## src/sv/assert_macros.svh

```systemverilog
// assertion macros shared by the estimator rtl
// relies on i_clk and i_rst_n being visible at the point of use
`ifndef ASSERT_MACROS_SVH
`define ASSERT_MACROS_SVH

// property checked on every clock edge outside reset
`define PNCNFE_ASSERT(label, prop, msg) \
    label: assert property (@(posedge i_clk) disable iff (!i_rst_n) (prop)) else $error(msg);

// implication whose consequent is checked in the cycle after the antecedent
`define PNCNFE_ASSERT_NEXT(label, ante, cons, msg) \
    label: assert property (@(posedge i_clk) disable iff (!i_rst_n) (ante) |=> (cons)) \
        else $error(msg);

`endif

```

## src/sv/pncnfe_pkg.sv

```systemverilog
// types, constants and helpers for the pn correlated noise floor estimator
// no dependencies
package pncnfe_pkg;

    localparam int SAMPLE_WIDTH_DEF = 8;
    localparam int ACC_WIDTH        = 16;
    localparam int LEVEL_WIDTH      = 16;
    localparam int FRAC_BITS        = 8;
    localparam int NOISE_WIDTH      = LEVEL_WIDTH + FRAC_BITS;
    localparam int CODE_WIDTH       = 14;
    localparam int REQ_WIDTH        = 2;
    localparam int CFG_IDX_WIDTH    = 2;
    localparam int CFG_DATA_WIDTH   = 2;
    localparam int SMOOTH_WIDTH     = 2;
    localparam int QUEUE_DEPTH      = 4;
    localparam int QUEUE_PTR_WIDTH  = $clog2(QUEUE_DEPTH);

    localparam logic [CODE_WIDTH-1:0] CODE_MASK_FULL  = 14'h03ff;
    localparam logic [CODE_WIDTH-1:0] CODE_MASK_TRUNC = 14'h3fff;
    localparam logic [CODE_WIDTH-1:0] CODE_END_FULL   = 14'h03ff;
    localparam logic [CODE_WIDTH-1:0] CODE_END_TRUNC  = 14'h0ade;

    localparam logic [LEVEL_WIDTH-1:0] NOISE_INIT_FULL  = 16'd784;
    localparam logic [LEVEL_WIDTH-1:0] NOISE_INIT_TRUNC = 16'd1920;

    typedef enum logic [REQ_WIDTH-1:0] {
        REQ_ACC     = 2'd0,
        REQ_SHIFT   = 2'd1,
        REQ_LOAD    = 2'd2,
        REQ_RESTART = 2'd3
    } t_req_type;

    typedef enum logic [CFG_IDX_WIDTH-1:0] {
        REG_CODE_MODE = 2'd0,
        REG_SMOOTH    = 2'd1
    } t_cfg_reg;

    typedef struct packed {
        logic                   is_acc;
        logic                   is_shift;
        logic                   is_load;
        logic                   is_restart;
        logic [ACC_WIDTH-1:0]   re;
        logic [ACC_WIDTH-1:0]   im;
        logic [LEVEL_WIDTH-1:0] load_val;
    } t_req;

    typedef struct packed {
        logic empty;
        logic full;
    } t_fifo_stat;

    function automatic logic [NOISE_WIDTH-1:0] noise_init(input logic mode);
        logic [LEVEL_WIDTH-1:0] lvl;
        lvl = mode ? NOISE_INIT_TRUNC : NOISE_INIT_FULL;
        return {lvl, {FRAC_BITS{1'b0}}};
    endfunction

    function automatic logic [ACC_WIDTH-1:0] magnitude(input logic [ACC_WIDTH-1:0] a);
        return a[ACC_WIDTH-1] ? ~a : a;
    endfunction

endpackage

```

## src/sv/pncnfe_in_if.sv

```systemverilog
// input channel of the estimator: valid/ready handshake with request payload
// depends on pncnfe_pkg
interface pncnfe_in_if #(
    parameter int SAMPLE_WIDTH = pncnfe_pkg::SAMPLE_WIDTH_DEF
);
    logic                                      valid;
    logic                                      ready;
    logic [pncnfe_pkg::REQ_WIDTH-1:0]          req_type;
    logic signed [SAMPLE_WIDTH-1:0]            sample_real;
    logic signed [SAMPLE_WIDTH-1:0]            sample_imag;
    logic [pncnfe_pkg::LEVEL_WIDTH-1:0]        noise_value;

    modport source (output valid, req_type, sample_real, sample_imag, noise_value,
                    input ready);
    modport sink (input valid, req_type, sample_real, sample_imag, noise_value,
                  output ready);
endinterface

```

## src/sv/pncnfe_out_if.sv

```systemverilog
// output channel of the estimator: valid/ready handshake with noise result
// depends on pncnfe_pkg
interface pncnfe_out_if;
    logic                               valid;
    logic                               ready;
    logic [pncnfe_pkg::LEVEL_WIDTH-1:0] noise_level;
    logic                               epoch_end;

    modport source (output valid, noise_level, epoch_end, input ready);
    modport sink (input valid, noise_level, epoch_end, output ready);
endinterface

```

## src/sv/pncnfe_front.sv

```systemverilog
// front end: accepts items, decodes the request type and widens samples
// depends on pncnfe_pkg and pncnfe_in_if
module pncnfe_front #(
    parameter int SAMPLE_WIDTH = pncnfe_pkg::SAMPLE_WIDTH_DEF
) (
    pncnfe_in_if.sink              i_in,
    input  pncnfe_pkg::t_fifo_stat i_fifo_stat,
    output logic                   o_push,
    output pncnfe_pkg::t_req       o_req
);

    assign i_in.ready = ~i_fifo_stat.full;
    assign o_push     = i_in.valid & ~i_fifo_stat.full;

    always_comb begin
        o_req            = '0;
        o_req.re         = pncnfe_pkg::ACC_WIDTH'(i_in.sample_real);
        o_req.im         = pncnfe_pkg::ACC_WIDTH'(i_in.sample_imag);
        o_req.load_val   = i_in.noise_value;
        case (pncnfe_pkg::t_req_type'(i_in.req_type))
            pncnfe_pkg::REQ_ACC:     o_req.is_acc     = 1'b1;
            pncnfe_pkg::REQ_SHIFT:   o_req.is_shift   = 1'b1;
            pncnfe_pkg::REQ_LOAD:    o_req.is_load    = 1'b1;
            pncnfe_pkg::REQ_RESTART: o_req.is_restart = 1'b1;
            default:                 o_req.is_restart = 1'b1;
        endcase
    end

endmodule

```

## src/sv/pncnfe_fifo.sv

```systemverilog
// short queue of decoded requests between front and back
// depends on pncnfe_pkg
module pncnfe_fifo (
    input  logic                   i_clk,
    input  logic                   i_rst_n,
    input  logic                   i_push,
    input  pncnfe_pkg::t_req       i_req,
    input  logic                   i_pop,
    output pncnfe_pkg::t_req       o_req,
    output pncnfe_pkg::t_fifo_stat o_stat
);

    localparam int PW = pncnfe_pkg::QUEUE_PTR_WIDTH;

    pncnfe_pkg::t_req r_mem [pncnfe_pkg::QUEUE_DEPTH];
    logic [PW-1:0]    r_wr_ptr, n_wr_ptr;
    logic [PW-1:0]    r_rd_ptr, n_rd_ptr;
    logic [PW:0]      r_count, n_count;

    assign o_req        = r_mem[r_rd_ptr];
    assign o_stat.empty = (r_count == '0);
    assign o_stat.full  = (r_count == (PW+1)'(pncnfe_pkg::QUEUE_DEPTH));

    always_comb begin
        n_wr_ptr = i_push ? r_wr_ptr + 1'b1 : r_wr_ptr;
        n_rd_ptr = i_pop  ? r_rd_ptr + 1'b1 : r_rd_ptr;
        n_count  = r_count + (PW+1)'(i_push) - (PW+1)'(i_pop);
    end

    always_ff @(posedge i_clk) begin
        if (!i_rst_n) begin
            r_wr_ptr <= '0;
            r_rd_ptr <= '0;
            r_count  <= '0;
        end else begin
            r_wr_ptr <= n_wr_ptr;
            r_rd_ptr <= n_rd_ptr;
            r_count  <= n_count;
        end
    end

    always_ff @(posedge i_clk) begin
        if (i_push) begin
            r_mem[r_wr_ptr] <= i_req;
        end
    end

endmodule

```

## src/sv/pncnfe_back.sv

```systemverilog
// back end: code generator, correlator, amplitude and noise smoothing pipeline
// depends on pncnfe_pkg and pncnfe_out_if
module pncnfe_back (
    input  logic                                  i_clk,
    input  logic                                  i_rst_n,
    input  logic                                  i_cfg_we,
    input  logic [pncnfe_pkg::CFG_IDX_WIDTH-1:0]  i_cfg_idx,
    input  logic [pncnfe_pkg::CFG_DATA_WIDTH-1:0] i_cfg_data,
    input  pncnfe_pkg::t_fifo_stat                i_fifo_stat,
    input  pncnfe_pkg::t_req                      i_req,
    output logic                                  o_pop,
    pncnfe_out_if.source                          o_out
);

    localparam int AW = pncnfe_pkg::ACC_WIDTH;
    localparam int CW = pncnfe_pkg::CODE_WIDTH;
    localparam int LW = pncnfe_pkg::LEVEL_WIDTH;
    localparam int NW = pncnfe_pkg::NOISE_WIDTH;

    logic                                 r_mode, n_mode;
    logic [pncnfe_pkg::SMOOTH_WIDTH-1:0]  r_smooth, n_smooth;
    logic [CW-1:0]                        r_code, n_code;
    logic [AW-1:0]                        r_acc_re, n_acc_re;
    logic [AW-1:0]                        r_acc_im, n_acc_im;
    logic [NW-1:0]                        r_noise, n_noise;

    logic          r_s1_valid, n_s1_valid;
    logic          r_s1_end, n_s1_end;
    logic          r_s1_load, n_s1_load;
    logic          r_s1_restart, n_s1_restart;
    logic [AW-1:0] r_s1_mag_re, n_s1_mag_re;
    logic [AW-1:0] r_s1_mag_im, n_s1_mag_im;
    logic [LW-1:0] r_s1_load_val, n_s1_load_val;

    logic          r_s2_valid, n_s2_valid;
    logic          r_s2_end, n_s2_end;
    logic          r_s2_load, n_s2_load;
    logic          r_s2_restart, n_s2_restart;
    logic [AW-1:0] r_s2_amp, n_s2_amp;
    logic [LW-1:0] r_s2_load_val, n_s2_load_val;

    logic          r_out_valid, n_out_valid;
    logic          r_out_end, n_out_end;

    logic                 adv;
    logic [CW-1:0]        code_mask;
    logic [CW-1:0]        code_end;
    logic                 code_neg;
    logic                 code_fb;
    logic [CW-1:0]        code_step;
    logic                 seq_end;
    logic [AW-1:0]        big, little;
    logic [AW+1:0]        little_x3;
    logic signed [AW:0]   diff;
    logic signed [AW:0]   step;
    logic [NW-1:0]        noise_sum;

    assign adv   = ~r_out_valid | o_out.ready;
    assign o_pop = adv & ~i_fifo_stat.empty;

    assign o_out.valid       = r_out_valid;
    assign o_out.noise_level = r_noise[NW-1 -: LW];
    assign o_out.epoch_end   = r_out_end;

    // code generator and correlator
    always_comb begin
        code_mask = r_mode ? pncnfe_pkg::CODE_MASK_TRUNC : pncnfe_pkg::CODE_MASK_FULL;
        code_end  = r_mode ? pncnfe_pkg::CODE_END_TRUNC : pncnfe_pkg::CODE_END_FULL;
        code_neg  = r_mode ? r_code[13] : r_code[9];
        code_fb   = r_mode ? (r_code[13] ^ r_code[7] ^ r_code[5] ^ r_code[0])
                           : (r_code[9] ^ r_code[2]);
        code_step = {r_code[CW-2:0], code_fb} & code_mask;
        seq_end   = (code_step == code_end);
    end

    // amplitude estimate
    always_comb begin
        if (r_s1_mag_re < r_s1_mag_im) begin
            big    = r_s1_mag_im;
            little = r_s1_mag_re;
        end else begin
            big    = r_s1_mag_re;
            little = r_s1_mag_im;
        end
        little_x3 = {1'b0, little, 1'b0} + {2'b00, little};
    end

    // smoothing step, shift rounds toward minus infinity
    always_comb begin
        diff      = $signed({1'b0, r_s2_amp}) - $signed({1'b0, r_noise[NW-1 -: LW]});
        step      = diff >>> {r_smooth, 1'b0};
        noise_sum = r_noise + NW'(step);
    end

    always_comb begin
        n_mode        = r_mode;
        n_smooth      = r_smooth;
        n_code        = r_code;
        n_acc_re      = r_acc_re;
        n_acc_im      = r_acc_im;
        n_noise       = r_noise;
        n_s1_valid    = r_s1_valid;
        n_s1_end      = r_s1_end;
        n_s1_load     = r_s1_load;
        n_s1_restart  = r_s1_restart;
        n_s1_mag_re   = r_s1_mag_re;
        n_s1_mag_im   = r_s1_mag_im;
        n_s1_load_val = r_s1_load_val;
        n_s2_valid    = r_s2_valid;
        n_s2_end      = r_s2_end;
        n_s2_load     = r_s2_load;
        n_s2_restart  = r_s2_restart;
        n_s2_amp      = r_s2_amp;
        n_s2_load_val = r_s2_load_val;
        n_out_valid   = r_out_valid;
        n_out_end     = r_out_end;

        if (adv) begin
            // stage one
            n_s1_valid    = o_pop;
            n_s1_end      = 1'b0;
            n_s1_load     = i_req.is_load;
            n_s1_restart  = i_req.is_restart;
            n_s1_mag_re   = pncnfe_pkg::magnitude(r_acc_re);
            n_s1_mag_im   = pncnfe_pkg::magnitude(r_acc_im);
            n_s1_load_val = i_req.load_val;
            if (o_pop) begin
                if (i_req.is_acc) begin
                    if (code_neg) begin
                        n_acc_re = r_acc_re - i_req.re;
                        n_acc_im = r_acc_im - i_req.im;
                    end else begin
                        n_acc_re = r_acc_re + i_req.re;
                        n_acc_im = r_acc_im + i_req.im;
                    end
                end
                if (i_req.is_shift) begin
                    if (seq_end) begin
                        n_s1_end = 1'b1;
                        n_code   = code_mask;
                        n_acc_re = '0;
                        n_acc_im = '0;
                    end else begin
                        n_code = code_step;
                    end
                end
                if (i_req.is_restart) begin
                    n_code   = code_mask;
                    n_acc_re = '0;
                    n_acc_im = '0;
                end
            end

            // stage two
            n_s2_valid    = r_s1_valid;
            n_s2_end      = r_s1_end;
            n_s2_load     = r_s1_load;
            n_s2_restart  = r_s1_restart;
            n_s2_load_val = r_s1_load_val;
            if (big > little_x3[AW-1:0] || little_x3[AW+1:AW] != 2'b00) begin
                n_s2_amp = (little_x3[AW+1:AW] != 2'b00) ? big - (big >> 3) + (little >> 1)
                                                         : big + (little >> 3);
            end else begin
                n_s2_amp = big - (big >> 3) + (little >> 1);
            end

            // result stage
            n_out_valid = r_s2_valid;
            n_out_end   = r_s2_valid & r_s2_end;
            if (r_s2_valid) begin
                if (r_s2_end) begin
                    n_noise = noise_sum;
                end
                if (r_s2_load) begin
                    n_noise = {r_s2_load_val, {pncnfe_pkg::FRAC_BITS{1'b0}}};
                end
                if (r_s2_restart) begin
                    n_noise = pncnfe_pkg::noise_init(r_mode);
                end
            end
        end

        if (i_cfg_we) begin
            case (pncnfe_pkg::t_cfg_reg'(i_cfg_idx))
                pncnfe_pkg::REG_CODE_MODE: begin
                    n_mode   = i_cfg_data[0];
                    n_code   = i_cfg_data[0] ? pncnfe_pkg::CODE_MASK_TRUNC
                                             : pncnfe_pkg::CODE_MASK_FULL;
                    n_acc_re = '0;
                    n_acc_im = '0;
                    n_noise  = pncnfe_pkg::noise_init(i_cfg_data[0]);
                end
                pncnfe_pkg::REG_SMOOTH: begin
                    n_smooth = i_cfg_data;
                end
                default: begin
                end
            endcase
        end
    end

    always_ff @(posedge i_clk) begin
        if (!i_rst_n) begin
            r_mode      <= 1'b0;
            r_smooth    <= '0;
            r_code      <= pncnfe_pkg::CODE_MASK_FULL;
            r_acc_re    <= '0;
            r_acc_im    <= '0;
            r_noise     <= pncnfe_pkg::noise_init(1'b0);
            r_s1_valid  <= 1'b0;
            r_s2_valid  <= 1'b0;
            r_out_valid <= 1'b0;
            r_out_end   <= 1'b0;
        end else begin
            r_mode      <= n_mode;
            r_smooth    <= n_smooth;
            r_code      <= n_code;
            r_acc_re    <= n_acc_re;
            r_acc_im    <= n_acc_im;
            r_noise     <= n_noise;
            r_s1_valid  <= n_s1_valid;
            r_s2_valid  <= n_s2_valid;
            r_out_valid <= n_out_valid;
            r_out_end   <= n_out_end;
        end
    end

    always_ff @(posedge i_clk) begin
        r_s1_end      <= n_s1_end;
        r_s1_load     <= n_s1_load;
        r_s1_restart  <= n_s1_restart;
        r_s1_mag_re   <= n_s1_mag_re;
        r_s1_mag_im   <= n_s1_mag_im;
        r_s1_load_val <= n_s1_load_val;
        r_s2_end      <= n_s2_end;
        r_s2_load     <= n_s2_load;
        r_s2_restart  <= n_s2_restart;
        r_s2_amp      <= n_s2_amp;
        r_s2_load_val <= n_s2_load_val;
    end

endmodule

```

## src/sv/pn_correlated_noise_floor_estimator.sv

```systemverilog
// top level of the pn correlated noise floor estimator
// depends on pncnfe_pkg, the channel interfaces, front, fifo, back and assert_macros.svh
//
// Takes one item per clock while the queue has room and gives exactly one result
// per item. An item is accepted whenever the four-entry request queue has room, so
// the input side keeps running while a result waits at the output. When nothing
// stalls, the accepting edge writes the queue, then the item passes the registered
// code/correlator stage, the amplitude stage and the noise stage in turn before its
// result is presented. The noise stage holds the smoothed noise and the result
// register, and a stalled output freezes the three back stages together while the
// queue absorbs up to four more items.
// Configuration writes are taken at any time but are meant for an idle block;
// writing code_mode restarts the code, the accumulators and the noise value.
`include "assert_macros.svh"

module pn_correlated_noise_floor_estimator #(
    parameter int SAMPLE_WIDTH = pncnfe_pkg::SAMPLE_WIDTH_DEF
) (
    input  logic                                  i_clk,
    input  logic                                  i_rst_n,
    input  logic                                  i_cfg_we,
    input  logic [pncnfe_pkg::CFG_IDX_WIDTH-1:0]  i_cfg_idx,
    input  logic [pncnfe_pkg::CFG_DATA_WIDTH-1:0] i_cfg_data,
    pncnfe_in_if.sink                             i_in,
    pncnfe_out_if.source                          o_out
);

    logic                   push;
    logic                   pop;
    pncnfe_pkg::t_req       push_req;
    pncnfe_pkg::t_req       head_req;
    pncnfe_pkg::t_fifo_stat fifo_stat;
    logic                   mode_wr;
    logic                   noise_at_init;

    pncnfe_front #(
        .SAMPLE_WIDTH (SAMPLE_WIDTH)
    ) u_front (
        .i_in        (i_in),
        .i_fifo_stat (fifo_stat),
        .o_push      (push),
        .o_req       (push_req)
    );

    pncnfe_fifo u_fifo (
        .i_clk   (i_clk),
        .i_rst_n (i_rst_n),
        .i_push  (push),
        .i_req   (push_req),
        .i_pop   (pop),
        .o_req   (head_req),
        .o_stat  (fifo_stat)
    );

    pncnfe_back u_back (
        .i_clk       (i_clk),
        .i_rst_n     (i_rst_n),
        .i_cfg_we    (i_cfg_we),
        .i_cfg_idx   (i_cfg_idx),
        .i_cfg_data  (i_cfg_data),
        .i_fifo_stat (fifo_stat),
        .i_req       (head_req),
        .o_pop       (pop),
        .o_out       (o_out)
    );

    assign mode_wr       = i_cfg_we && (i_cfg_idx == pncnfe_pkg::REG_CODE_MODE);
    assign noise_at_init = (o_out.noise_level == pncnfe_pkg::NOISE_INIT_FULL) ||
                           (o_out.noise_level == pncnfe_pkg::NOISE_INIT_TRUNC);

    `PNCNFE_ASSERT(a_queue_state, !(fifo_stat.full && fifo_stat.empty), "queue full and empty")
    `PNCNFE_ASSERT(a_pop_nonempty, !(pop && fifo_stat.empty), "pop from empty queue")
    `PNCNFE_ASSERT_NEXT(a_mode_restart, mode_wr, noise_at_init, "mode write did not restart noise")

endmodule
```

## src/flat_wrapper.sv

```systemverilog
// flat-port wrapper written by rule: the top's interface ports become plain ports
module pn_correlated_noise_floor_estimator_flat 
#(
    parameter int SAMPLE_WIDTH = pncnfe_pkg::SAMPLE_WIDTH_DEF
)
  (i_clk, i_rst_n, i_cfg_we, i_cfg_idx, i_cfg_data, i_in_valid, i_in_req_type, i_in_sample_real, i_in_sample_imag, i_in_noise_value, i_in_ready, o_out_valid, o_out_noise_level, o_out_epoch_end, o_out_ready);
  pncnfe_in_if #(.SAMPLE_WIDTH(SAMPLE_WIDTH)) i_in_i ();
  pncnfe_out_if o_out_i ();
  input  logic i_clk;
  input  logic i_rst_n;
  input  logic i_cfg_we;
  input  logic [pncnfe_pkg::CFG_IDX_WIDTH-1:0] i_cfg_idx;
  input  logic [pncnfe_pkg::CFG_DATA_WIDTH-1:0] i_cfg_data;
  input wire logic [$bits(i_in_i.valid)-1:0] i_in_valid;
  input wire logic [$bits(i_in_i.req_type)-1:0] i_in_req_type;
  input wire logic [$bits(i_in_i.sample_real)-1:0] i_in_sample_real;
  input wire logic [$bits(i_in_i.sample_imag)-1:0] i_in_sample_imag;
  input wire logic [$bits(i_in_i.noise_value)-1:0] i_in_noise_value;
  output wire logic [$bits(i_in_i.ready)-1:0] i_in_ready;
  output wire logic [$bits(o_out_i.valid)-1:0] o_out_valid;
  output wire logic [$bits(o_out_i.noise_level)-1:0] o_out_noise_level;
  output wire logic [$bits(o_out_i.epoch_end)-1:0] o_out_epoch_end;
  input wire logic [$bits(o_out_i.ready)-1:0] o_out_ready;
  assign i_in_i.valid = i_in_valid;
  assign i_in_i.req_type = i_in_req_type;
  assign i_in_i.sample_real = i_in_sample_real;
  assign i_in_i.sample_imag = i_in_sample_imag;
  assign i_in_i.noise_value = i_in_noise_value;
  assign i_in_ready = i_in_i.ready;
  assign o_out_valid = o_out_i.valid;
  assign o_out_noise_level = o_out_i.noise_level;
  assign o_out_epoch_end = o_out_i.epoch_end;
  assign o_out_i.ready = o_out_ready;
  pn_correlated_noise_floor_estimator #(.SAMPLE_WIDTH(SAMPLE_WIDTH)) u_core (.i_clk(i_clk), .i_rst_n(i_rst_n), .i_cfg_we(i_cfg_we), .i_cfg_idx(i_cfg_idx), .i_cfg_data(i_cfg_data), .i_in(i_in_i), .o_out(o_out_i));
endmodule
```

## config.mk

```make
export PLATFORM = sky130hd
export DESIGN_NAME = pn_correlated_noise_floor_estimator_flat
export DESIGN_NICKNAME = d
export VERILOG_FILES = /design/src/sv/pncnfe_pkg.sv /design/src/sv/pncnfe_in_if.sv /design/src/sv/pncnfe_out_if.sv /design/src/sv/pncnfe_front.sv /design/src/sv/pncnfe_fifo.sv /design/src/sv/pncnfe_back.sv /design/src/sv/pn_correlated_noise_floor_estimator.sv /design/src/flat_wrapper.sv
export VERILOG_INCLUDE_DIRS = /design/src /design/src/sv
export SDC_FILE = /design/constraint.sdc
export NUM_CORES = 1
export LEC_CHECK = 0
export BUFFER_PORTS_ARGS = -buffer_cell sky130_fd_sc_hd__clkbuf_2
export CAP_MARGIN = 20
export CORE_MARGIN = 2
export CORE_UTILIZATION = 45
export DETAILED_ROUTE_END_ITERATION = 10
export GPL_TIMING_DRIVEN = 0
export SLEW_MARGIN = 10
export SYNTH_ARGS = -nofsm -noshare
export SYNTH_HDL_FRONTEND = slang
export SYNTH_SLANG_ARGS = --single-unit
```

## constraint.sdc

```tcl
create_clock -name i_clk -period 7.7 [get_ports i_clk]
set_clock_uncertainty 0.15 [all_clocks]
set_input_delay 0.77 -clock i_clk [delete_from_list [all_inputs] [get_ports i_clk]]
set_output_delay 0.77 -clock i_clk [all_outputs]
set_load 0.005 [all_outputs]
```

## Yosys cells after proc, flatten, opt, wreduce, memory -nomap -nowiden

Memory sizes are Yosys's and may differ from the RTL's. A register that Yosys moved wholly into a read port is not among the register bits.
Index checks and enable logic that the tools add are counted.

- Reductions and logical operators: 8
- Mux-type cells: 54
- Equality and inequality tests: 6
- Shift operators: 1
- Add/subtract/negate cells: 14
- Bitwise gates (word level): 14
- $lt $le $gt $ge: 2

Operators by type and width:

| operator | number |
|---|---|
| $mux 16 | 22 |
| $mux 24 | 7 |
| $mux 14 | 9 |
| $add 16x16->16 | 2 |
| $not 16->16 | 2 |
| $sub 16x16->16 | 2 |
| $mux 15 | 2 |
| $add 24x24->24 | 1 |
| $mux 11 | 2 |
| $add 17x16->18 | 1 |
| $sshr 17x3->17 | 1 |
| $sub 16x16->17 | 1 |
| $add 16x13->16 | 1 |
| $add 16x15->16 | 1 |
| $gt 16x16->1 | 1 |
| $lt 16x16->1 | 1 |
| $sub 16x13->16 | 1 |
| $and 14x14->14 | 1 |
| $eq 14x12->1 | 1 |
| $mux 12 | 1 |
| $mux 1 | 9 |
| $reduce_and 2->1 | 3 |
| $add 2x1->2 const B | 2 |
| $eq 2x1->1 const B | 2 |
| other kinds (13) | 23 |

- Memory bits (writable): 208
- Word-level logic and storage cells: 126
- Register bits: 170
- Output and inout port bits: 19
- Memories kept: 1

Memory list:

| name | depth | width | read ports | clocked after Yosys merged registers in | write ports | line | text |
|---|---|---|---|---|---|---|---|
| u_core.u_fifo.r_mem | 4 | 52 | 1 | 1 | 1 | pncnfe_fifo.sv:15 | `pncnfe_pkg::t_req r_mem [pncnfe_pkg::QUEUE_DEPTH];` |

## Depth between registers and ports, before layout

Gate-level depths: netlist of the first run.

- Depth in word-level cells: 13
- Mapped depth: 34
- Gate-level depth less buffers: 29

## By module

Synthesis of the first run repeated with hierarchy kept, for this count alone.

- Cells, all modules: 2,044
- Area, all modules: 22,705.5 µm²

Modules (own cells, without submodules):

| module | cells each | instances | area each (µm²) |
|---|---|---|---|
| pncnfe_back | 1,675 | 1 | 14,301.2 |
| pncnfe_fifo | 315 | 1 | 8,007.7 |
| pncnfe_front | 54 | 1 | 396.6 |

## Worst setup path after synthesis of the first run

No wires, ideal clock.

- Path type: register -> register
- From: reg u_core.u_back.r_s1_mag_re[10]
- To: reg u_core.u_back.r_s2_amp[0], data pin
- Data required time: 7.288 ns
- Data arrival time: 6.398 ns
- Path slack: 0.890 ns
- Stages on the path, launching flop included: 30
- Buffers on the path: 4
- Clock period less this slack: 6.810 ns
- Library setup time: 0.262 ns
- Path through: edfxtp_1 ha_1 and4_1 a2111oi_2 o31ai_2 nor3_4 buf_2 clkbuf_1 buf_2 o21ai_0 ha_1 ha_1 nand3b_1 a311o_1 a41oi_1 a21oi_2 and3_1 o21ai_0 a21oi_1 xnor2_1 ha_1 nand4_1 nor2_1 a221oi_1 nand2_1 a311oi_1 a211o_1 o311ai_4 buf_6 mux2_1

- Longest elaborated chain between the ends: 6

Ends and longest elaborated chain:

| element | line | text |
|---|---|---|
| from (decl) | pncnfe_back.sv:31 | `logic [AW-1:0] r_s1_mag_re, n_s1_mag_re;` |
| from (signal assigned) | pncnfe_back.sv:232 | `r_s1_mag_re <= n_s1_mag_re;` |
| $lt 16x16->1 | pncnfe_back.sv:78 | `if (r_s1_mag_re < r_s1_mag_im) begin` |
| $mux 16 | pncnfe_back.sv:78 |  |
| $sub 16x13->16 / $add 17x16->18 (equally long branches) | pncnfe_back.sv:161, pncnfe_back.sv:164, pncnfe_back.sv:85 |  |
| $add 16x15->16, or another cell as far along | pncnfe_back.sv:161, pncnfe_back.sv:164 |  |
| $mux 16 / $logic_or 1x1->1 (equally long branches) | pncnfe_back.sv:161, pncnfe_back.sv:160 |  |
| $mux 16 * | pncnfe_back.sv:160 | `if (big > little_x3[AW-1:0] \|\| little_x3[AW+1:AW] != 2'b00) begin` |
| to (signal assigned) | pncnfe_back.sv:238 | `r_s2_amp <= n_s2_amp;` |
| to (decl) | pncnfe_back.sv:39 | `logic [AW-1:0] r_s2_amp, n_s2_amp;` |

Mark *: on every way between the ends. The rest lies on a longest branch, timed or not.
A chain may end at the register's enable or synchronous reset.

## Worst setup path in the final report of the first run

- From: reg u_core.u_back.r_s1_mag_re[11]
- To: reg u_core.u_back.r_s2_amp[0], data pin

The elaborated chain is that of the path after synthesis.

==> impl_results.md, run 1 <==
- Max frequency: 0.136 GHz
- Critical Path Sink: u_core.u_back.r_s2_amp[0]
- Global route total overflow: 0
- Total core area: 43200 um2
- Run status: completed
- Share of the clock period used by the worst path: 0.956
- Number of cells produced by synthesis: 1889
- Kind of start point of the critical path: register
- LEAKAGE: 8.98 nW
- Class of the worst hold path: register to register
- Top cell types by occurrence after synthesis: 230 x edfxtp_1, 155 x nor2_1, 154 x ha_1
- Final cell count without fillers: 2609
- Number of port buffers: 61
- Total vias in the final route: 14456
- Final-report setup violation count: 0
- Most repeated cell in the gate-level netlist after synthesis: edfxtp_1
- Proportion of register bits with asynchronous set or reset after synthesis: 0
- Initial DRT Pass Iterations: 6
- Detailed Place HPWL: between 30 and 40 mm
- Final critical delay including setup and external delays: 7.36 ns
- Total GRT Usage: 0.211
- Reg-to-reg endpoint: u_core.u_back.r_s2_amp[0]
- Largest stage delay on the critical path: 0.42 ns
- Antenna violations before repair: 0
- Wire length of the first global-routing pass: 75.1 mm
- Total placed cells including tap cells: 2542
- RSZ-0062 raised after global routing: no
- Sequential-to-total area share from yosys stat: 0.437
- Largest cells by area after synthesis: edfxtp_1 35%, ha_1 9.8%, dfxtp_1 8.7%
- Pin count of the biggest net entering global routing: 58
- Layout cells sized above 1: 0.120
- Post-layout net count: 2213
- Area share of xor/xnor cells in the synthesized design: 0.0625
- Synth unique cells: slightly above 80
- Number of buffers on the longest clock path: 3
- Simple-gate area share of the yosys netlist: 0.122
- Diode count: 0
- Power density over the cells: around 450 nW/um2
- Number of cells on the worst reg-to-reg path: 29
- Top-area cell type share of the netlist area: 0.349
- Post-detailed-route count of antenna-violating nets: 0
- Multiplexer share of the synthesized area: 0.0727
- Number of storage elements in the synthesis netlist: between 300 and 400
- Cell type with the highest aggregate area in the netlist: edfxtp_1
- Final weighted congestion in routability-driven placement: 0.888
- Endpoint kind of the worst setup timing path: register
- Number of enable-type register cells in the synthesized netlist: 230
- Clk root buf: clkbuf_16
- Vias in the first global route: roughly 14000
- Die Y: 214 um
- Via count normalized by instance count: 5.54
- Worst slew margin relative to its limit: 0.316
- Area Growth Syn to Fin: 12.6%
- Number of slew-limit violations in the final report: 0
- Horizontal extent of the die: 214 um
- CTS tree: yes
- HP Start: u_core.u_back.r_s1_load_val[1]
- Yosys warning total: 0
- DRC viols: 0
- Worst VDD drop: 0.193 mV
- Fill cells: 3914
- Number of I/O pins: 62
- Hold slack final: 0.260 ns
- Wire length per cell: 18.2 um
- Critical Path Fanout Max: 10
- Largest family of logic cells by synthesized area: compound AO/OA/AOI/OAI gates
- Reg-to-reg slack, setup: 0.34 ns
- Site row count: 76
- Clock latency on the worst-skew pair: 0.55 ns
- Slowest stage cell, crit path: a311o_1
- H-tree levels: 2
- Source of the critical timing path: u_core.u_back.r_s1_mag_re[11]
- Critical path arrival: around 7.5 ns
- Average instance area after synthesis: approximately 10 um2
- Startpoint of the worst-slack reg-to-reg timing path: u_core.u_back.r_s1_mag_re[11]
- Clock sink total: 316
- Count of endpoints failing hold in the final timing report: 0
- Routed WL: 47.5 mm
- Max Cap Viol: 0
- Commonest register cell after synthesis: edfxtp_1
- Num CTS Buffers: 35
- Dominant cell type by count on the critical path: ha_1
- Drt initial violations: 1024
- Clock-pin slew of the registers on the worst-case setup and hold paths: 0.06 ns
- Total standard cell area after synthesis: 19800 um2
- Path type of the worst setup path: register to register
- Die Outline Area: ~46000 um2
- Share of the synthesized area in compound gates (AO/OA/AOI/OAI): 0.143
- Crit path required time: 7.82 ns
- Starting utilization of the core area: 0.458
- Synth Area in Adders: 0.118
- Pin slew with the least headroom to its limit: between 1 and 1.5 ns
-- power breakdown --
group	internal (W)	total [W]	leakage (nW)	switching, W
registers	0.00234	0.00255	2.97	0.000212
clock network	0.000992	0.00168	0.553	0.000690
logic	0.00238	0.00572	5.45	0.00334
total	0.00571	0.00996	8.98	0.00424
-- critical path: cells and delay by family (launching register included) --
kind | cells | cell delay, ns
muxes | 1 | 0.37
xor gates and xnor gates | 1 | 0.22
DFF | 1 | 0.41
adders and majority gates | 4 | 1.21
and+or+nand+nor | 8 | 1.17
AOI/OAI and AO/OA | 11 | 2.74
buffers and inverters | 4 | 0.81
-- cells by family (layout without fill, tap and decap cells) --
kind of cell,Yosys count,count (layout)
XOR/XNOR,141,141
buffers and inverters,215,349
multiplexers,98,98
flip-flops,316,316
AO/OA/AOI/OAI,430,430
other,1,2
adder cells (fa/ha/maj),176,176
AND/OR/NAND/NOR,512,512
-- repair_timing --
item                       4_1_cts  5_1_grt
resized for setup               13        9
setup endpoints to repair       16       16
pin swaps                        2        1
buffers inserted                 2        6
hold buffers                     0        0
-- per-stage QoR --
step	total power [W]	setup WS (ns)	utilization	instance area (um2)	setup TNS, ns
2_1_floorplan	0.00678	0.890	-	19800	0
5_1_grt	0.0107	0.0585	0.516	22300	0
6_report	0.00996	0.342	0.516	22300	0
3_5_place_dp	0.00821	-1.23	0.485	20900	-17.80
4_1_cts	0.00997	0.0270	0.514	22200	0
3_3_place_gp	0.00810	-1.31	0.482	20800	-19.18
-- worst min-delay path by stage --
stage	cells past startpoint	endpoint
6_report	0	u_core.u_back.r_s2_load_val[1]
4_1_cts	1	u_core.u_fifo.r_mem[2][5]
3_5_place_dp	0	u_core.u_back.r_s2_load
3_3_place_gp	0	u_core.u_back.r_s2_load_val[8]
5_1_grt	0	u_core.u_back.r_s2_load_val[1]
2_1_floorplan	0	u_core.u_back.r_s2_end
-- placed cells by master (no fill, tap or decap), drive strengths merged, types with 41 or more instances in the layout --
cell type  count
edfxtp       230
nor2         155
ha           154
clkbuf       153
inv          136
nand2        134
a21oi        107
o21ai        103
dfxtp         86
xnor2         79
xor2          62
mux2i         51
nor3          46
buf           43
nand3         41
-- flip-flops by register name, indices dropped and copies added (netlist names), 2 cells and up, named ones only --
signal	cells
u_core.u_back.r_acc_im	16
u_core.u_back.r_acc_re	16
u_core.u_back.r_code	14
u_core.u_back.r_noise	24
u_core.u_back.r_s1_load_val	16
u_core.u_back.r_s1_mag_im	16
u_core.u_back.r_s1_mag_re	16
u_core.u_back.r_s2_amp	16
u_core.u_back.r_s2_load_val	16
u_core.u_back.r_smooth	2
u_core.u_fifo.r_count	3
u_core.u_fifo.r_mem	144
u_core.u_fifo.r_rd_ptr	2
u_core.u_fifo.r_wr_ptr	2
-- metal layers --
| layer | routed length (um) | up-vias | share of wire | global-route usage |
|---|---|---|---|---|
| li1 | - | 7129 | - | - |
| met1 | 22400 | 6921 | 0.47 | 0.297 |
| met2 | 22100 | 341 | 0.47 | 0.344 |
| met3 | 2140 | 65 | 0.045 | 0.0281 |
| met4 | 886 | 0 | 0.019 | 0.0563 |
| met5 | 0 | - | 0 | 0 |
-- area by class of cell --
| class | instances | area (um2) | area share |
|---|---|---|---|
| Sequential cell | 316 | 8630 | 0.388 |
| Tap cell | 585 | 732 | 0.0329 |
| Inverter | 135 | 509 | 0.0229 |
| Clock buffer | 45 | 955 | 0.0429 |
| Timing Repair Buffer | 75 | 503 | 0.0226 |
| Clock inverter | 18 | 221 | 0.00995 |
| Multi-Input combinational cell | 1359 | 10300 | 0.464 |
| Buffer | 76 | 383 | 0.0172 |
Power figures use the tool's default switching activity.
==> inputs of run 2 (changes only) <==
==> constraint.sdc (replaced) <==
create_clock -name i_clk -period 9.03 [get_ports i_clk]
set_clock_uncertainty 0.15 [all_clocks]
set_input_delay 0.903 -clock i_clk [delete_from_list [all_inputs] [get_ports i_clk]]
set_output_delay 0.903 -clock i_clk [all_outputs]
set_load 0.005 [all_outputs]
==> impl_results.md, run 2 (synthesis results as in run 1) <==
- Run status: completed (unchanged)
- Via count normalized by instance count: 5.51 (was 5.54)
- Crit-path leading delay family: compound AO/OA/AOI/OAI gates (unchanged)
- Site row count: 76 (unchanged)
- Wire length per cell: 18.2 um (about the same)
- Kind of start point of the critical path: register (unchanged)
- Startpoint of the worst-slack reg-to-reg timing path: u_core.u_back.r_s1_mag_im[3] (was u_core.u_back.r_s1_mag_re[11])
- Horizontal extent of the die: 214 um (unchanged)
- Routed WL: 47.3 mm (was 47.5 mm)
- Met3 wire len: 2.16 mm (was 2.14 mm)
- Endpoint kind of the worst setup timing path: register (unchanged)
- Min-Delay Endpoint: u_core.u_back.r_s2_load_val[1] (unchanged)
- Critical path arrival: 8.56 ns (was 7.48 ns)
- Hold buffer count at CTS: 0 (unchanged)
- HP Start: u_core.u_back.r_s1_load_val[1] (unchanged)
- Class of the worst hold path: register to register (unchanged)
- Number of port buffers: 61 (unchanged)
- Final critical delay including setup and external delays: 8.44 ns (was 7.36 ns)
- Number of I/O pins: 62 (unchanged)
- Overall Power: 0.00843 W (was 0.00996 W)
- Post-layout net count: 2208 (was 2213)
- Clock sink total: 316 (unchanged)
- Antenna violations before repair: 0 (unchanged)
- Clk root buf: clkbuf_16 (unchanged)
- Reg-to-reg endpoint: u_core.u_back.r_s2_amp[2] (was u_core.u_back.r_s2_amp[0])
- Starting utilization of the core area: 0.458 (unchanged)
- Largest stage delay on the critical path: 0.45 ns (was 0.42 ns)
- Area occupied by multi-input gates: 10300 um2 (about the same)
- Power density over the cells: 381 nW/um2 (was 447 nW/um2)
- Drt initial violations: 1065 (was 1024)
- Total GRT Usage: 0.211 (about the same)
- CTS tree: yes (unchanged)
- Number of buffers on the longest clock path: 3 (unchanged)
- Cell count of the worst hold path: 0 (unchanged)
- Clock-pin slew of the registers on the worst-case setup and hold paths: 0.06 ns (about the same)
- Vias in the first global route: 14010 (was 14018)
- Num CTS Buffers: 35 (unchanged)
- Largest register FFs: 144 (unchanged)
- Setup total negative slack: 0 ns (unchanged)
- Post-CTS setup-driven buffer insertion count: 0 (was 2)
- Layout cells sized above 1: 0.111 (was 0.120)
- Wire length of the first global-routing pass: 75.0 mm (was 75.1 mm)
- Path type of the worst setup path: register to register (unchanged)
- Crit path required time: 9.15 ns (was 7.82 ns)
- Global route total overflow: 0 (unchanged)
- Register with the most flip-flops: u_core.u_fifo.r_mem (unchanged)
- Final-report setup violation count: 0 (unchanged)
- Total vias in the final route: 14350 (was 14456)
- Gates resized, CTS repair: 0 (was 13)
- Worst slew margin relative to its limit: 0.288 (was 0.316)
- Post-detailed-route count of antenna-violating nets: 0 (unchanged)
- Number of buffers and inverters on the critical path: 7 (was 4)
- RSZ-0062 raised after global routing: no (unchanged)
- Clock latency on the worst-skew pair: 0.55 ns (about the same)
- Highest-count cells in the layout ignoring fill and taps: 230 x edfxtp_1, 155 x nor2_1, 154 x ha_1 (unchanged)
- Die Outline Area: 45600 um2 (unchanged)
- Fill cells: 3924 (was 3914)
- Worst VDD drop: 0.165 mV (was 0.193 mV)
- Die Y: 214 um (unchanged)
- DRC viols: 0 (unchanged)
- Largest regs: u_core.u_fifo.r_mem: 144 flops, u_core.u_back.r_noise: 24 flops (unchanged)
- Total routed wire length on the met1 layer: 22.2 mm (was 22.4 mm)
- Max frequency: 0.118 GHz (was 0.136 GHz)
- Number of slew-limit violations in the final report: 0 (unchanged)
- Pin count of the biggest net entering global routing: 58 (unchanged)
- Detailed Place HPWL: 36.3 mm (unchanged)
- Reg-to-reg slack, setup: 0.59 ns (was 0.34 ns)
- Share of the clock period used by the worst path: 0.935 (was 0.956)
- Diode count: 0 (unchanged)
- Slowest stage cell, crit path: nor3_4 (was a311o_1)
- FF+latch area: 8630 um2 (unchanged)
- Total core area: 43200 um2 (unchanged)
- Final weighted congestion in routability-driven placement: 0.888 (unchanged)
- Count of endpoints failing hold in the final timing report: 0 (unchanged)
- Number of cells on the worst reg-to-reg path: 32 (was 29)
- Pin slew with the least headroom to its limit: 1.06 ns (was 1.02 ns)
- Highest routing layer actually used: met4 (unchanged)
- LEAKAGE: 8.93 nW (was 8.98 nW)
- Initial DRT Pass Iterations: 5 (was 6)
- Critical Path Fanout Max: 10 (unchanged)
- Area Growth Syn to Fin: 12.0% (was 12.6%)
- H-tree levels: 2 (unchanged)
- Total met2 wirelength after detailed routing: 22.0 mm (was 22.1 mm)
- Max Cap Viol: 0 (unchanged)
- Most common library cell in the layout ignoring fill and taps: edfxtp_1 (unchanged)
-- run 2: cell types whose count changed in the layout (fill, tap and decap cells not counted), moves of 2 or more --
cell / delta
mux2i_1: +2
mux2i_2: -2
buf_4: -9
clkbuf_1: +5
clkbuf_4: -2
-- run 2: layout make-up --
| cell class | count | area share |
|---|---|---|
| Multi-Input combinational cell | 1359 | 0.464 |
| Sequential cell | 316 | 0.390 |
| Clock buffer | 45 | 0.0431 |
| Tap cell | 585 | 0.0331 |
| Inverter | 135 | 0.0230 |
| Timing Repair Buffer | 67 | 0.0200 |
| Buffer | 79 | 0.0174 |
| Clock inverter | 18 | 0.0100 |
-- run 2: worst register-to-register path, delay by kind of cell (launching register included) --
family / cells / cell delay [ns]
compound gates: 14 / 3.20
buf+inv: 7 / 1.99
fa+ha+maj: 4 / 1.23
simple gates: 6 / 1.14
flops: 1 / 0.32
xor+xnor: 1 / 0.16
-- run 2: per-layer routing --
metal  up-vias  global-route usage
met5         -                   0
met4         0              0.0572
met3        61              0.0278
met2       344               0.343
met1      6832               0.297
li1       7113                   -
-- run 2: worst max path at each step --
stage                                  start                         to  slack (ns)  cells past startpoint
2_1_floorplan  u_core.u_back.r_s1_mag_re[10]  u_core.u_back.r_s2_amp[0]        2.22                     29
3_3_place_gp    u_core.u_back.r_s1_mag_im[5]  u_core.u_back.r_s2_amp[2]        0.02                     31
3_5_place_dp    u_core.u_back.r_s1_mag_im[5]  u_core.u_back.r_s2_amp[2]        0.10                     31
4_1_cts         u_core.u_back.r_s1_mag_im[5]  u_core.u_back.r_s2_amp[2]        0.10                     31
5_1_grt         u_core.u_back.r_s1_mag_im[3]  u_core.u_back.r_s2_amp[2]        0.01                     32
6_report        u_core.u_back.r_s1_mag_im[3]  u_core.u_back.r_s2_amp[2]        0.59                     32
-- run 2: where the power goes --
part	total, W	switching, W	leakage (nW)	internal (W)
Clock	0.00143	0.000588	0.553	0.000846
Combinational	0.00482	0.00282	5.40	0.00200
Sequential	0.00217	0.000174	2.97	0.00200
Total	0.00843	0.00359	8.93	0.00484
-- run 2: metrics by stage --
stage          std cells  hold slack [ns]  instance area (um2)  utilization  setup slack [ns]
2_1_floorplan       1890            0.250                19800            -              2.22
3_3_place_gp        2536            0.251                20800        0.482            0.0219
3_5_place_dp        2542            0.255                20900        0.485             0.105
4_1_cts             2605            0.263                22100        0.512             0.104
5_1_grt             2604            0.271                22100        0.513            0.0100
6_report            2604            0.260                22100        0.513             0.586
==> inputs of run 3 (changes only) <==
--- a/config.mk
+++ b/config.mk
@@ -6,12 +6,13 @@
 export SDC_FILE = /design/constraint.sdc
 export NUM_CORES = 1
 export LEC_CHECK = 0
+export ABC_AREA = 1
 export BUFFER_PORTS_ARGS = -buffer_cell sky130_fd_sc_hd__clkbuf_2
-export CAP_MARGIN = 20
 export CORE_MARGIN = 2
 export CORE_UTILIZATION = 45
 export DETAILED_ROUTE_END_ITERATION = 10
 export GPL_TIMING_DRIVEN = 0
+export SETUP_SLACK_MARGIN = 0.1
 export SLEW_MARGIN = 10
 export SYNTH_ARGS = -nofsm -noshare
 export SYNTH_HDL_FRONTEND = slang
==> impl_results.md, run 3 <==
- Run status: completed (unchanged)
- FF+latch area: 8630 um2 (unchanged)
- Most common library cell in the layout ignoring fill and taps: nand2_1 (was edfxtp_1)
- Number of buffers on the longest clock path: 3 (unchanged)
- Number of buffers and inverters on the critical path: 8 (was 7)
- Antenna violations before repair: 0 (unchanged)
- Cell Area, Placed: 21300 um2 (was 20900 um2)
- Total GRT Usage: 0.221 (was 0.211)
- Fill cells: 4218 (was 3924)
- Worst slew margin relative to its limit: 0.283 (was 0.288)
- Global route total overflow: 0 (unchanged)
- Clock latency on the worst-skew pair: 0.56 ns (was 0.55 ns)
- Top-area cell type share of the netlist area: 0.344 (was 0.349)
- Routed WL: 51.6 mm (was 47.3 mm)
- Max Cap Viol: 0 (unchanged)
- Area Growth Syn to Fin: 11.7% (was 12.0%)
- Number of cells produced by synthesis: 2362 (was 1889)
- Pin slew with the least headroom to its limit: 1.06 ns (about the same)
- Startpoint of the worst-slack reg-to-reg timing path: u_core.u_back.r_s1_mag_re[15] (was u_core.u_back.r_s1_mag_im[3])
- Number of port buffers: 61 (unchanged)
- Yosys warning total: 0 (unchanged)
- Critical Path Fanout Max: 10 (unchanged)
- RSZ-0062 raised after global routing: no (unchanged)
- Synth unique cells: 56 (was 82)
- Largest regs: u_core.u_fifo.r_mem: 144 flops, u_core.u_back.r_noise: 24 flops (unchanged)
- Pin count of the biggest net entering global routing: 70 (was 58)
- Die Y: 215 um (was 214 um)
- Share of the clock period used by the worst path: 0.697 (was 0.935)
- Post-detailed-route count of antenna-violating nets: 0 (unchanged)
- Vias in the first global route: 15606 (was 14010)
- Detailed Place HPWL: 39.5 mm (was 36.3 mm)
- Endpoint kind of the worst setup timing path: register (unchanged)
- Wire length per cell: 16.7 um (was 18.2 um)
- Total core area: 44100 um2 (was 43200 um2)
- Number of slew-limit violations in the final report: 0 (unchanged)
- Largest cells by area after synthesis: edfxtp_1 34%, ha_1 9.6%, nand2_1 9.4% (was edfxtp_1 35%, ha_1 9.8%, dfxtp_1 8.7%)
- CTS tree: yes (unchanged)
- Slowest stage cell, crit path: a21oi_1 (was nor3_4)
- Area occupied by multi-input gates: 10200 um2 (was 10300 um2)
- Num CTS Buffers: 36 (was 35)
- Average instance area after synthesis: 8.51 um2 (was 10.5 um2)
- Critical path arrival: 6.44 ns (was 8.56 ns)
- Path type of the worst setup path: register to register (unchanged)
- Largest register FFs: 144 (unchanged)
- Source of the critical timing path: u_core.u_back.r_s1_mag_re[15] (was u_core.u_back.r_s1_mag_im[3])
- Hold buffer count at CTS: 0 (unchanged)
- Top cell types by occurrence after synthesis: 502 x nand2_1, 233 x inv_1, 230 x edfxtp_1 (was 230 x edfxtp_1, 155 x nor2_1, 154 x ha_1)
- Finished layout cell area: 22500 um2 (was 22100 um2)
- Most repeated cell in the gate-level netlist after synthesis: nand2_1 (was edfxtp_1)
- Starting utilization of the core area: 0.455 (was 0.458)
- Final critical delay including setup and external delays: 6.30 ns (was 8.44 ns)
- Site row count: 77 (was 76)
- Number of I/O pins: 62 (unchanged)
- HP Start: u_core.u_back.r_s1_load_val[0] (was u_core.u_back.r_s1_load_val[1])
- Initial DRT Pass Iterations: 5 (unchanged)
- Post-CTS setup-driven buffer insertion count: 0 (unchanged)
- Drt initial violations: 1077 (was 1065)
- Register with the most flip-flops: u_core.u_fifo.r_mem (unchanged)
- Final weighted congestion in routability-driven placement: 0.922 (was 0.888)
- Kind of start point of the critical path: register (unchanged)
- Highest-count cells in the layout ignoring fill and taps: 502 x nand2_1, 232 x inv_1, 230 x edfxtp_1 (was 230 x edfxtp_1, 155 x nor2_1, 154 x ha_1)
- Commonest register cell after synthesis: edfxtp_1 (unchanged)
- Post-layout util: 0.509 (was 0.513)
- Die Outline Area: 46400 um2 (was 45600 um2)
- Class of the worst hold path: register to register (unchanged)
- Proportion of register bits with asynchronous set or reset after synthesis: 0 (unchanged)
- DRC viols: 0 (unchanged)
- Hold slack final: 0.268 ns (was 0.260 ns)
- H-tree levels: 2 (unchanged)
- Layout cells sized above 1: 0.0782 (was 0.111)
- Crit path required time: 9.17 ns (was 9.15 ns)
- Number of enable-type register cells in the synthesized netlist: 230 (unchanged)
- Setup total negative slack: 0 ns (unchanged)
- Crit-path leading delay family: simple AND/OR/NAND/NOR gates (was compound AO/OA/AOI/OAI gates)
- Final-report setup violation count: 0 (unchanged)
- Horizontal extent of the die: 215 um (was 214 um)
- Gates resized, CTS repair: 0 (unchanged)
- Wire length of the first global-routing pass: 81.9 mm (was 75.0 mm)
- Largest stage delay on the critical path: 0.50 ns (was 0.45 ns)
- Clock-pin slew of the registers on the worst-case setup and hold paths: 0.06 ns (about the same)
- Count of endpoints failing hold in the final timing report: 0 (unchanged)
- Via count normalized by instance count: 5.33 (was 5.51)
- Clk root buf: clkbuf_16 (unchanged)
- Max frequency: 0.159 GHz (was 0.118 GHz)
- Total standard cell area after synthesis: 20100 um2 (was 19800 um2)
- Sequential-to-total area share from yosys stat: 0.429 (was 0.437)
- Total vias in the final route: 16447 (was 14350)
- Cell type with the highest aggregate area in the netlist: edfxtp_1 (unchanged)
- Clock sink total: 316 (unchanged)
- Post-layout net count: 2682 (was 2208)
- Number of storage elements in the synthesis netlist: 316 (unchanged)
- Diode count: 0 (unchanged)
run 3: cell count changes after synthesis, moves of 47 or more:
| cell | previous run | this run |
|---|---|---|
| o21ai_0 | 97 | 191 |
| mux2i_1 | 51 | 1 |
| nand3_1 | 41 | 91 |
| a21oi_1 | 101 | 212 |
| inv_1 | 134 | 233 |
| xnor2_1 | 79 | 32 |
| nand2_1 | 134 | 502 |
run 3: area by class of cell:
cell class / instances / area share
buffer: 82 / 0.0187
clock buffer: 45 / 0.0416
clock inverter: 21 / 0.0101
inverter: 244 / 0.0409
multi-input combinational: 1721 / 0.453
sequential: 316 / 0.384
tap: 592 / 0.0330
timing repair buffer: 66 / 0.0187
run 3: worst paths after layout:
| check | cells after the start | slack, ns | end |
|---|---|---|---|
| min | 0 | 0.27 | u_core.u_back.r_s2_load_val[0] |
| max reg2reg | 31 | 2.73 | u_core.u_back.r_s2_amp[1] |
| max | 31 | 2.73 | u_core.u_back.r_s2_amp[1] |
| min reg2reg | 0 | 0.27 | u_core.u_back.r_s2_load_val[0] |
run 3: per-stage QoR:
stage | instances | setup slack (ns)
6_report | 3087 | 2.73
5_1_grt | 3087 | 2.15
4_1_cts | 3087 | 2.63
3_5_place_dp | 3021 | 2.66
3_3_place_gp | 3016 | 2.78
2_1_floorplan | 2363 | 4.06
run 3: metal layers:
layer / GRT usage / share of wire / vias to the layer above / routed length [um]
met3: 0.0344 / 0.050 / 73 / 2600
met1: 0.306 / 0.47 / 7677 / 24100
met4: 0.0641 / 0.025 / 0 / 1300
li1: - / - / 8312 / -
met5: 0 / 0 / - / 0
met2: 0.358 / 0.46 / 385 / 23600
run 3: cells by family after synthesis:
kind of cell    after synthesis  share of synthesized area
compound gates              554                      0.157
xor+xnor                    115                     0.0501
fa+ha+maj                   172                      0.114
buf+inv                     326                     0.0664
flops                       316                      0.429
mux                           1                   0.000498
other cells                   1                   0.000187
simple gates                877                      0.182
Power of run 3 is left out: the tool's default activity adds up to more than one toggle a clock period on the data nets, which glitch-free logic cannot reach.
